--- src/rtl/core/csq_pkg.sv ---
// Shared constants and types for the 2x2 chi-square statistic core.
package csq_pkg;

    localparam int COUNT_WIDTH_DEF = 16;
    localparam int FRAC_BITS_DEF   = 16;
    localparam int STAT_WIDTH      = 34;

    localparam int CFG_ADDR_WIDTH  = 3;
    localparam logic CFG_IDX_YATES = 1'b0;

    typedef struct packed {
        logic sat;
        logic undef;
    } t_flags;

endpackage

--- src/rtl/core/csq_div_cell.sv ---
// One restoring-division cell that resolves a single quotient bit.
module csq_div_cell
    import csq_pkg::*;
#(
    parameter int DW = 4 * (COUNT_WIDTH_DEF + 1) + 2,
    parameter int QW = STAT_WIDTH
) (
    input  logic          i_clk,
    input  logic          i_rst_n,
    input  logic          i_valid,
    output logic          o_ready,
    input  logic [DW-1:0] i_rem,
    input  logic [QW-1:0] i_bits,
    input  logic [QW-1:0] i_q,
    input  logic [DW-1:0] i_den,
    input  t_flags        i_flags,
    output logic          o_valid,
    input  logic          i_ready,
    output logic [DW-1:0] o_rem,
    output logic [QW-1:0] o_bits,
    output logic [QW-1:0] o_q,
    output logic [DW-1:0] o_den,
    output t_flags        o_flags
);

    logic          r_v;
    logic [DW-1:0] r_rem, r_den;
    logic [QW-1:0] r_bits, r_q;
    t_flags        r_f;
    logic [DW:0]   w_rem2, w_sub;
    logic          w_ge;
    logic          rdy;

    assign rdy     = !r_v || i_ready;
    assign o_ready = rdy;

    assign w_rem2 = {i_rem, i_bits[QW-1]};
    assign w_sub  = w_rem2 - {1'b0, i_den};
    assign w_ge   = (w_rem2 >= {1'b0, i_den});

    always_ff @(posedge i_clk) begin
        if (!i_rst_n) begin
            r_v <= 1'b0;
        end else if (rdy) begin
            r_v <= i_valid;
        end
    end

    always_ff @(posedge i_clk) begin
        if (rdy && i_valid) begin
            r_rem  <= w_ge ? w_sub[DW-1:0] : w_rem2[DW-1:0];
            r_bits <= i_bits << 1;
            r_q    <= {i_q[QW-2:0], w_ge};
            r_den  <= i_den;
            r_f    <= i_flags;
        end
    end

    assign o_valid = r_v;
    assign o_rem   = r_rem;
    assign o_bits  = r_bits;
    assign o_q     = r_q;
    assign o_den   = r_den;
    assign o_flags = r_f;

endmodule

--- config.mk ---
export PLATFORM = sky130hd
export DESIGN_NAME = csq_div_cell
export DESIGN_NICKNAME = d
export VERILOG_FILES = /design/src/rtl/core/csq_pkg.sv /design/src/rtl/core/csq_div_cell.sv
export SDC_FILE = /design/constraint.sdc
export NUM_CORES = 1
export LEC_CHECK = 0
export ABC_AREA = 1
export BUFFER_PORTS_ARGS = -buffer_cell sky130_fd_sc_hd__buf_2
export CELL_PAD_IN_SITES_DETAIL_PLACEMENT = 0
export CELL_PAD_IN_SITES_GLOBAL_PLACEMENT = 1
export CORE_MARGIN = 3
export CORE_UTILIZATION = 40
export CTS_CLUSTER_SIZE = 8
export DETAILED_ROUTE_END_ITERATION = 16
export GPL_TIMING_DRIVEN = 0
export PLACE_DENSITY = 0.86
export SLEW_MARGIN = 20
export SYNTH_ARGS = -nofsm -noshare
export SYNTH_HDL_FRONTEND = slang
export SYNTH_SLANG_ARGS = --single-unit
--- constraint.sdc ---
create_clock -name i_clk -period 38.6 [get_ports i_clk]
set_clock_uncertainty 0.15 [all_clocks]
set_input_delay 9.65 -clock i_clk [delete_from_list [all_inputs] [get_ports i_clk]]
set_output_delay 9.65 -clock i_clk [all_outputs]
set_load 0.01 [all_outputs]
Word level (Yosys, flattened, before mapping):

Cells that the tools add are included.

* register bits: 210
* output and inout bits: 212

* mux-type cells: 1
* add/sub/neg operators: 1
* $lt $le $gt $ge: 1
* reductions and logical operators: 3

Operator list (number)
* $ge 71x70->1: 1
* $mux 70: 1
* $sub 70x70->70: 1
* $logic_and 1x1->1: 1
* $logic_not 1->1: 1
* $logic_or 1x1->1: 1

Logic depth before layout (Yosys ltp):

Gate-level depths: netlist of the first run.

* word-level depth: 3
* gate-level depth with buffers: 20
* depth with buffers taken out: 17

Least setup slack after synthesis of the first run:

No wires, ideal clock.

* path kind: input-to-reg
* start point: input i_valid
* end point: register r_bits[10], in the netlist o_bits[10] (enable)
* library setup time: 847 ps
* required time: 37603 ps
* path buffers: 0
* cell stages on the path: 2
* data arrival time: 19718 ps
* path slack: 17884 ps
* path through: inv_1 a21oi_1

* cells in the longest elaborated chain, start to end: 1

Ends and longest elaborated chain
* from (decl): RTL line csq_div_cell.sv:10 `input logic i_valid,`
* $logic_and 1x1->1: RTL line csq_div_cell.sv:50 `if (rdy && i_valid) begin`
* to (signal assigned): RTL line csq_div_cell.sv:52 `r_bits <= i_bits << 1;`
* to (decl): RTL line csq_div_cell.sv:28 `logic [QW-1:0] r_bits, r_q;`

No other way between the ends.
A chain may end at the register's enable or synchronous reset.

Final worst setup path of the first run:

* start point: input i_ready
* end point: output o_ready

* cells in the longest elaborated chain, start to end: 1

Ends and longest elaborated chain
* from (decl): RTL line csq_div_cell.sv:18 `input logic i_ready,`
* $logic_or 1x1->1: RTL line csq_div_cell.sv:34 `assign rdy = !r_v || i_ready;`
* to (decl): RTL line csq_div_cell.sv:11 `output logic o_ready,`

No other way between the ends.

==> results of run 1 <==
[stage by stage]
stage	hold slack, ns	std cells	total power [mW]	worst slack (ns)	utilization
2_1_floorplan	0.4453	1800	0.3911	17.88	-
3_3_place_gp	0.3458	2671	0.4630	14.25	0.4873
3_5_place_dp	0.4350	2680	0.4616	18.70	0.4952
4_1_cts	0.4450	2725	0.6977	18.70	0.5197
5_1_grt	0.5041	2725	0.7279	18.66	0.5197
6_report	0.4432	2725	0.6898	18.70	0.5197
[synth_stat cells, types with 12 or more instances]
library cell and instances:
sky130_fd_sc_hd__a21oi_1 77, sky130_fd_sc_hd__buf_2 13, sky130_fd_sc_hd__edfxtp_1 209, sky130_fd_sc_hd__ha_1 70, sky130_fd_sc_hd__inv_1 352, sky130_fd_sc_hd__nand2_1 698
sky130_fd_sc_hd__nand3_1 90, sky130_fd_sc_hd__nand3b_1 13, sky130_fd_sc_hd__nand4_1 12, sky130_fd_sc_hd__nor2_1 122, sky130_fd_sc_hd__nor3_1 16, sky130_fd_sc_hd__o21ai_0 27
sky130_fd_sc_hd__xor2_1 36
[area by class of cell]
type	count	share of cell area
Sequential cell	210	0.3604
Clock inverter	2	0.001432
Buffer	16	0.006159
Inverter	358	0.07720
Tap cell	448	0.03208
Clock buffer	43	0.04576
Multi-Input combinational cell	1216	0.3416
Timing Repair Buffer	432	0.1354
[power by group through the flow]
stage	Sequential, mW	Clock, mW	Combinational, mW
floorplan	0.300	0	0.0913
global placement	0.291	0	0.172
detailed placement	0.284	0	0.178
CTS	0.280	0.239	0.179
global route	0.281	0.248	0.198
finish	0.280	0.232	0.178
[flip-flops by register name (all words and copies together) (netlist names)]
name and cells:
o_flags 2, o_bits 33, o_den 70, o_q 34, o_valid 1, o_rem 70
[logic make-up (layout without fill, tap and decap cells)]
group	Yosys count	count (layout)	synth area share
compound gates	119	119	0.04602
xor+xnor	37	37	0.02365
fa+ha+maj	71	71	0.06538
buf+inv	374	851	0.1063
flops	210	210	0.4595
other cells	1	1	0.0002737
simple gates	988	988	0.2989
[worst min-delay path, delay by kind of cell (launching register included)]
family           cells  cell delay (ns)
AND/OR/NAND/NOR      1             0.10
AO/OA/AOI/OAI        1             0.09
flip-flops           1             0.34
[routing by layer]
metal  vias to the layer above  global-route usage
li1                       6580                   -
met1                      5891              0.3574
met2                       437              0.4625
met3                        72             0.04218
met4                         6             0.06802
met5                         -                   0
[path summary, 6_finish.rpt]
| kind | from | to | cells after the start |
|---|---|---|---|
| max | i_ready | o_ready | 4 |
| min | o_valid$_SDFFE_PN0N_ | o_valid$_SDFFE_PN0N_ | 2 |
| max reg2reg | o_valid$_SDFFE_PN0N_ | o_rem[58]$_DFFE_PP_ | 6 |
| min reg2reg | o_valid$_SDFFE_PN0N_ | o_valid$_SDFFE_PN0N_ | 2 |
[layout by cell type (no fill, tap or decap), drive strengths merged]
master	n
ha	70
o21a	1
a21o	1
xnor2	1
nor2	129
nand4	12
clkinv	2
dfxtp	1
o21ai	28
inv	358
nor3	18
nor4	8
a21boi	1
edfxtp	209
fa	1
nand2	716
conb	1
a21oi	77
clkbuf	43
nand3b	13
o21bai	11
xor2	36
buf	448
nand3	92
==> run summary, run 1 <==
Result of the run: completed
Maximum clock path buffer count: 3
Final setup viols: 0
Share of the synthesized area in the top cell type: 0.4580
Fraction of layout instances using a drive strength above 1: 0.2271
Flop pwr share: 0.406
Vias after detailed routing: 12990
Final worst path period need: 19.90 ns
Kind of critical path: primary input to output port
NumNets Final: 2549
Setup total negative slack: 0 ns
CTS H-Tree Depth: 1
Initial detailed-routing violation count: 806
Final RePlAce weighted congestion: 0.9216
Transition at the pin with the smallest max-transition slack: 0.8363 ns
Syn nets: 2085
Signed area change from the synthesized netlist to the final layout: 27.49%
Post-Syn Area: 13700 µm²
Remaining global-route overflow: 0
Setup fix buffers added after clock tree synthesis: 0
Ys flop type: sky130_fd_sc_hd__edfxtp_1
Initial core utilization: 0.4076
NetSw: 0.2127 mW
Pin count of the biggest net entering global routing: 27
Worst slew slack as a fraction of its limit: 0.4412
Via density per instance: 4.766
Total DRC errors in the routed layout: 0
Vias in the first global route: 12880
Post-placement cell area: 16650 µm²
CTS Buf Count: 30
First-pass GRT wire length: 74810 µm
DRT Pass-1 Iters: 5
Bufs and invs on worst path: 3
Routed length on met1: 21770 µm
Final WL: 50460 µm
Cell variety after synth: 34
TritonCTS sink count: 210
Quantity of hold-fixing buffers added after cts: 0
Number of port buffers: 423
CTS root buf: sky130_fd_sc_hd__clkbuf_16
Area of the multi-input gates: 5968 µm²
Aggregate global-route resource usage: 0.2697
Delay of the slowest cell on the worst path: 0.15 ns
Number of fill cells in the layout: 3439
Switching part of the total power: 0.3084
Post-Synthesis Cells: 1800
Unrepaired setup endpoints after global routing: no
Final worst-path cycle share: 0.5154
Flip-flop and latch count after synthesis: 210
Clock-pin slew on the worst setup and hold paths: 0.05 ns
Critical path data arrival time: 10.10 ns
Hold Vio Cnt, Final: 0
Number of warnings issued by yosys: 0
Number of max-slew violations in the final report: 0
Count of maximum capacitance violations: 0
Register-to-register setup slack: 36.04 ns
Mean Syn Cell Area: 7.613 µm²
Die X-Extent: 191.1 µm
Class of the tightest hold or removal check: flip-flop to flip-flop
Most used cell along the critical path: sky130_fd_sc_hd__buf_2
Die outline height: 191.1 µm
Cells along the critical path: buf_2, inv_1, nand2_1, buf_2
WL/cell: 18.52 µm
Crit end category: output port
ANT nets after route: 0
Placement Rows: 67
Ranking of synthesized cells by area: sky130_fd_sc_hd__edfxtp_1 46%, sky130_fd_sc_hd__nand2_1 19%, sky130_fd_sc_hd__inv_1 9.6%, sky130_fd_sc_hd__ha_1 6.4%, sky130_fd_sc_hd__nor2_1 3.3%
N_diodes: 0
Die area: 36520 µm²
Count of flip-flops with a built-in enable after synthesis: 209
Kind of cell with the highest combined delay on the critical path: buffers and inverters
CTS tree: yes
Source-to-sink clock delay at the later pin of the worst-skew pair: 0.55 ns
Storage cell area: 6296 µm²
Portion of the post-synthesis area used by sequential elements: 0.4595
Startpoint type of the worst setup path: primary input
Data required time of the critical path: 28.80 ns
LEAKAGE: 9.285 nW
# IOs: 426
Cell Int Power: 0.4770 mW
Final design area excluding fillers: 17470 µm²
Fmax: 50.26 MHz
Crit-path max FO: 2
Maximum vdd drop: 31.89 µV
Share of async-settable or async-resettable flops after synthesis: 0
Area of the placeable core: 33620 µm²
HPWL Detailed: 42540 µm
Dominant cell type by area after synthesis: sky130_fd_sc_hd__edfxtp_1
Total met3 wirelength after detailed routing: 3632 µm
Pwr/cell area: 39.48 nW/µm²
Total length of routed met2 wires: 23760 µm
Comb power frac: 0.258
Highest signal layer in the routed design: met5
Post_cts resized: 0
Critical-path cell with the highest stage delay: sky130_fd_sc_hd__buf_2
Share of power burned in the clock network: 0.337
Antenna violations before repair: 4
Note: power is estimated with default switching activity, not from simulation.
==> run 2: changes to the inputs <==
Settings changed: ABC_AREA 1 to 0, CORE_UTILIZATION 40 to 36, PLACE_DENSITY 0.86 to 0.77.
Clock period 38.6 ns to 16.6 ns, I/O delays scaled along.
==> run 2 against run 1 <==
  * Sequential share of layout area is 3.1 points higher
  * Largest power group unchanged
  * Final cell count is 27% lower
  * Largest cell class unchanged
  * Register-to-register slack lost 22 ns
  * Sequential cell count stayed put
  * Via count fell by 20%
  * Total power is 130% higher
  * Synthesized cell count fell by 41%
  * Design area down 7.9%
==> run summary, run 2 <==
Result of the run: completed
Synth top cells by count: 209 x sky130_fd_sc_hd__edfxtp_1, 92 x sky130_fd_sc_hd__inv_1, 72 x sky130_fd_sc_hd__a21oi_1
Register-to-Register Path Depth: 5
Number of warnings issued by yosys: 0
Maximum vdd drop: 79.34 µV
Antenna violations before repair: 7
WL/cell: 19.55 µm
Ys flop type: sky130_fd_sc_hd__edfxtp_1
Delay of the slowest cell on the worst path: 0.17 ns
Number of fill cells in the layout: 3158
Post-Synthesis Cells: 1071
Aggregate global-route resource usage: 0.2009
HPWL Detailed: 31160 µm
CTS H-Tree Depth: 1
Commonest non-fill, non-tap cells in the layout: 430 x sky130_fd_sc_hd__buf_2, 209 x sky130_fd_sc_hd__edfxtp_1, 92 x sky130_fd_sc_hd__inv_1
Hold Vio Cnt, Final: 0
Final Util: 0.4761
NumNets Final: 1815
CTS root buf: sky130_fd_sc_hd__clkbuf_16
Number of standard cells in the final layout excluding fillers: 1998
Cell variety after synth: 82
Total DRC errors in the routed layout: 0
Final worst-path cycle share: 0.5348
Setup total negative slack: 0 ns
Final setup viols: 0
Crit end category: output port
Placement Rows: 67
DRT Pass-1 Iters: 5
Count of flip-flops with a built-in enable after synthesis: 209
Fmax: 112.6 MHz
TritonCTS sink count: 210
Final worst-path setup slack: 7.723 ns
Mean Syn Cell Area: 11.61 µm²
Die area: 36810 µm²
Syn nets: 1356
Critical-path cell with the highest stage delay: sky130_fd_sc_hd__nand2b_1
CTS tree: yes
Die outline height: 191.9 µm
Count of maximum capacitance violations: 0
Remaining global-route overflow: 0
Quantity of hold-fixing buffers added after cts: 0
Placed Cells: 1946
Number of max-slew violations in the final report: 0
First-pass GRT wire length: 57200 µm
Signed area change from the synthesized netlist to the final layout: 29.33%
Unrepaired setup endpoints after global routing: no
Kind of critical path: primary input to output port
Vias in the first global route: 10210
Post-Syn Area: 12440 µm²
LEAKAGE: 7.129 nW
Initial core utilization: 0.3681
CTS Buf Count: 30
Number of port buffers: 423
Post-placement cell area: 15220 µm²
Clock-pin slew on the worst setup and hold paths: 0.05 ns
Setup fix buffers added after clock tree synthesis: 0
Cells along the critical path: buf_2, nand2b_1, buf_2
Leading cell type by number of instances after synthesis: sky130_fd_sc_hd__edfxtp_1
Portion of the post-synthesis area used by sequential elements: 0.5063
Vias after detailed routing: 10330
Via density per instance: 5.170
Class of the tightest hold or removal check: flip-flop to flip-flop
Pwr Total: 1.616 mW
Die X-Extent: 191.9 µm
Transition at the pin with the smallest max-transition slack: 0.7655 ns
Fraction of layout instances using a drive strength above 1: 0.3674
ANT nets after route: 0
Final design area excluding fillers: 16080 µm²
# IOs: 426
Share of the synthesized area in the top cell type: 0.5047
Worst Hold Path Cells: 2
Most used cell along the critical path: sky130_fd_sc_hd__buf_2
Final RePlAce weighted congestion: 0.8516
Most common cell after layout, fill and taps aside: sky130_fd_sc_hd__buf_2
Pwr/cell area: 100.5 nW/µm²
Worst slew slack as a fraction of its limit: 0.4886
Maximum clock path buffer count: 3
Initial detailed-routing violation count: 651
Setup Slack @ Placement: 7.727 ns
Post_cts resized: 0
Final worst path period need: 8.877 ns
Area of the placeable core: 33780 µm²
Ranking of synthesized cells by area: sky130_fd_sc_hd__edfxtp_1 50%, sky130_fd_sc_hd__ha_1 7.0%, sky130_fd_sc_hd__mux2_4 7.0%, sky130_fd_sc_hd__a21oi_1 2.9%, sky130_fd_sc_hd__inv_1 2.8%
Crit-path max FO: 3
Startpoint type of the worst setup path: primary input
Pin count of the biggest net entering global routing: 55
Data required time of the critical path: 12.30 ns
Flip-flop and latch count after synthesis: 210
Share of async-settable or async-resettable flops after synthesis: 0
Final WL: 39060 µm
Dominant cell type by area after synthesis: sky130_fd_sc_hd__edfxtp_1
Critical path data arrival time: 4.58 ns
Worst hold margin: 0.4297 ns
Source-to-sink clock delay at the later pin of the worst-skew pair: 0.55 ns
-- run 2: cell types whose count changed after synthesis, moves of 35 or more --
cell                      change
sky130_fd_sc_hd__nand2_1    -631
sky130_fd_sc_hd__inv_1      -260
sky130_fd_sc_hd__nand3_1     -72
sky130_fd_sc_hd__nor2_1      -65
sky130_fd_sc_hd__mux2_4      +58
sky130_fd_sc_hd__xnor2_1     +35
-- run 2: final cells by class --
class / count / area, µm² / share of cell area
Antenna cell: 4 / 10.01 / 0.0006224
Buffer: 52 / 336.6 / 0.02093
Clock buffer: 46 / 820.8 / 0.05103
Clock inverter: 2 / 33.78 / 0.002101
Inverter: 93 / 361.6 / 0.02248
Multi-Input combinational cell: 716 / 5444 / 0.3385
Sequential cell: 210 / 6296 / 0.3915
Tap cell: 448 / 560.5 / 0.03485
Timing Repair Buffer: 427 / 2220 / 0.1380
-- run 2: path summary, 6_finish.rpt --
path / startpoint / slack [ns] / end
hold reg to reg: o_valid$_SDFFE_PN0N_ / 0.43 / o_valid$_SDFFE_PN0N_
setup / recovery: i_ready / 7.72 / o_ready
setup reg to reg: o_valid$_SDFFE_PN0N_ / 14.38 / o_den[13]$_DFFE_PP_
hold / removal: o_valid$_SDFFE_PN0N_ / 0.43 / o_valid$_SDFFE_PN0N_
-- run 2: metal layers --
metal | vias up | share of wire | global-route usage
met5 | - | 0.0014 | 0
met2 | 403 | 0.49 | 0.3494
li1 | 4944 | - | -
met4 | 8 | 0.023 | 0.05730
met1 | 4916 | 0.40 | 0.2458
met3 | 59 | 0.083 | 0.05165
-- run 2: power breakdown --
group / internal (mW) / total [mW] / switching (mW)
registers: 0.643 / 0.652 / 0.00922
clock network: 0.335 / 0.564 / 0.229
logic: 0.178 / 0.401 / 0.222
total: 1.16 / 1.62 / 0.460
-- run 2: worst max-delay path, delay by kind of cell --
family | cells | cell delay [ns]
buf+inv | 2 | 0.26
simple gates | 1 | 0.17
-- run 2: kinds of logic after synthesis --
kind of cell    count (synthesis)  share of synthesized area
compound gates                263                     0.1414
xor+xnor                       56                    0.03944
fa+ha+maj                      71                    0.07204
buf+inv                       145                    0.05614
flops                         210                     0.5063
mux                            66                    0.07697
other cells                     1                  0.0003016
simple gates                  259                     0.1075
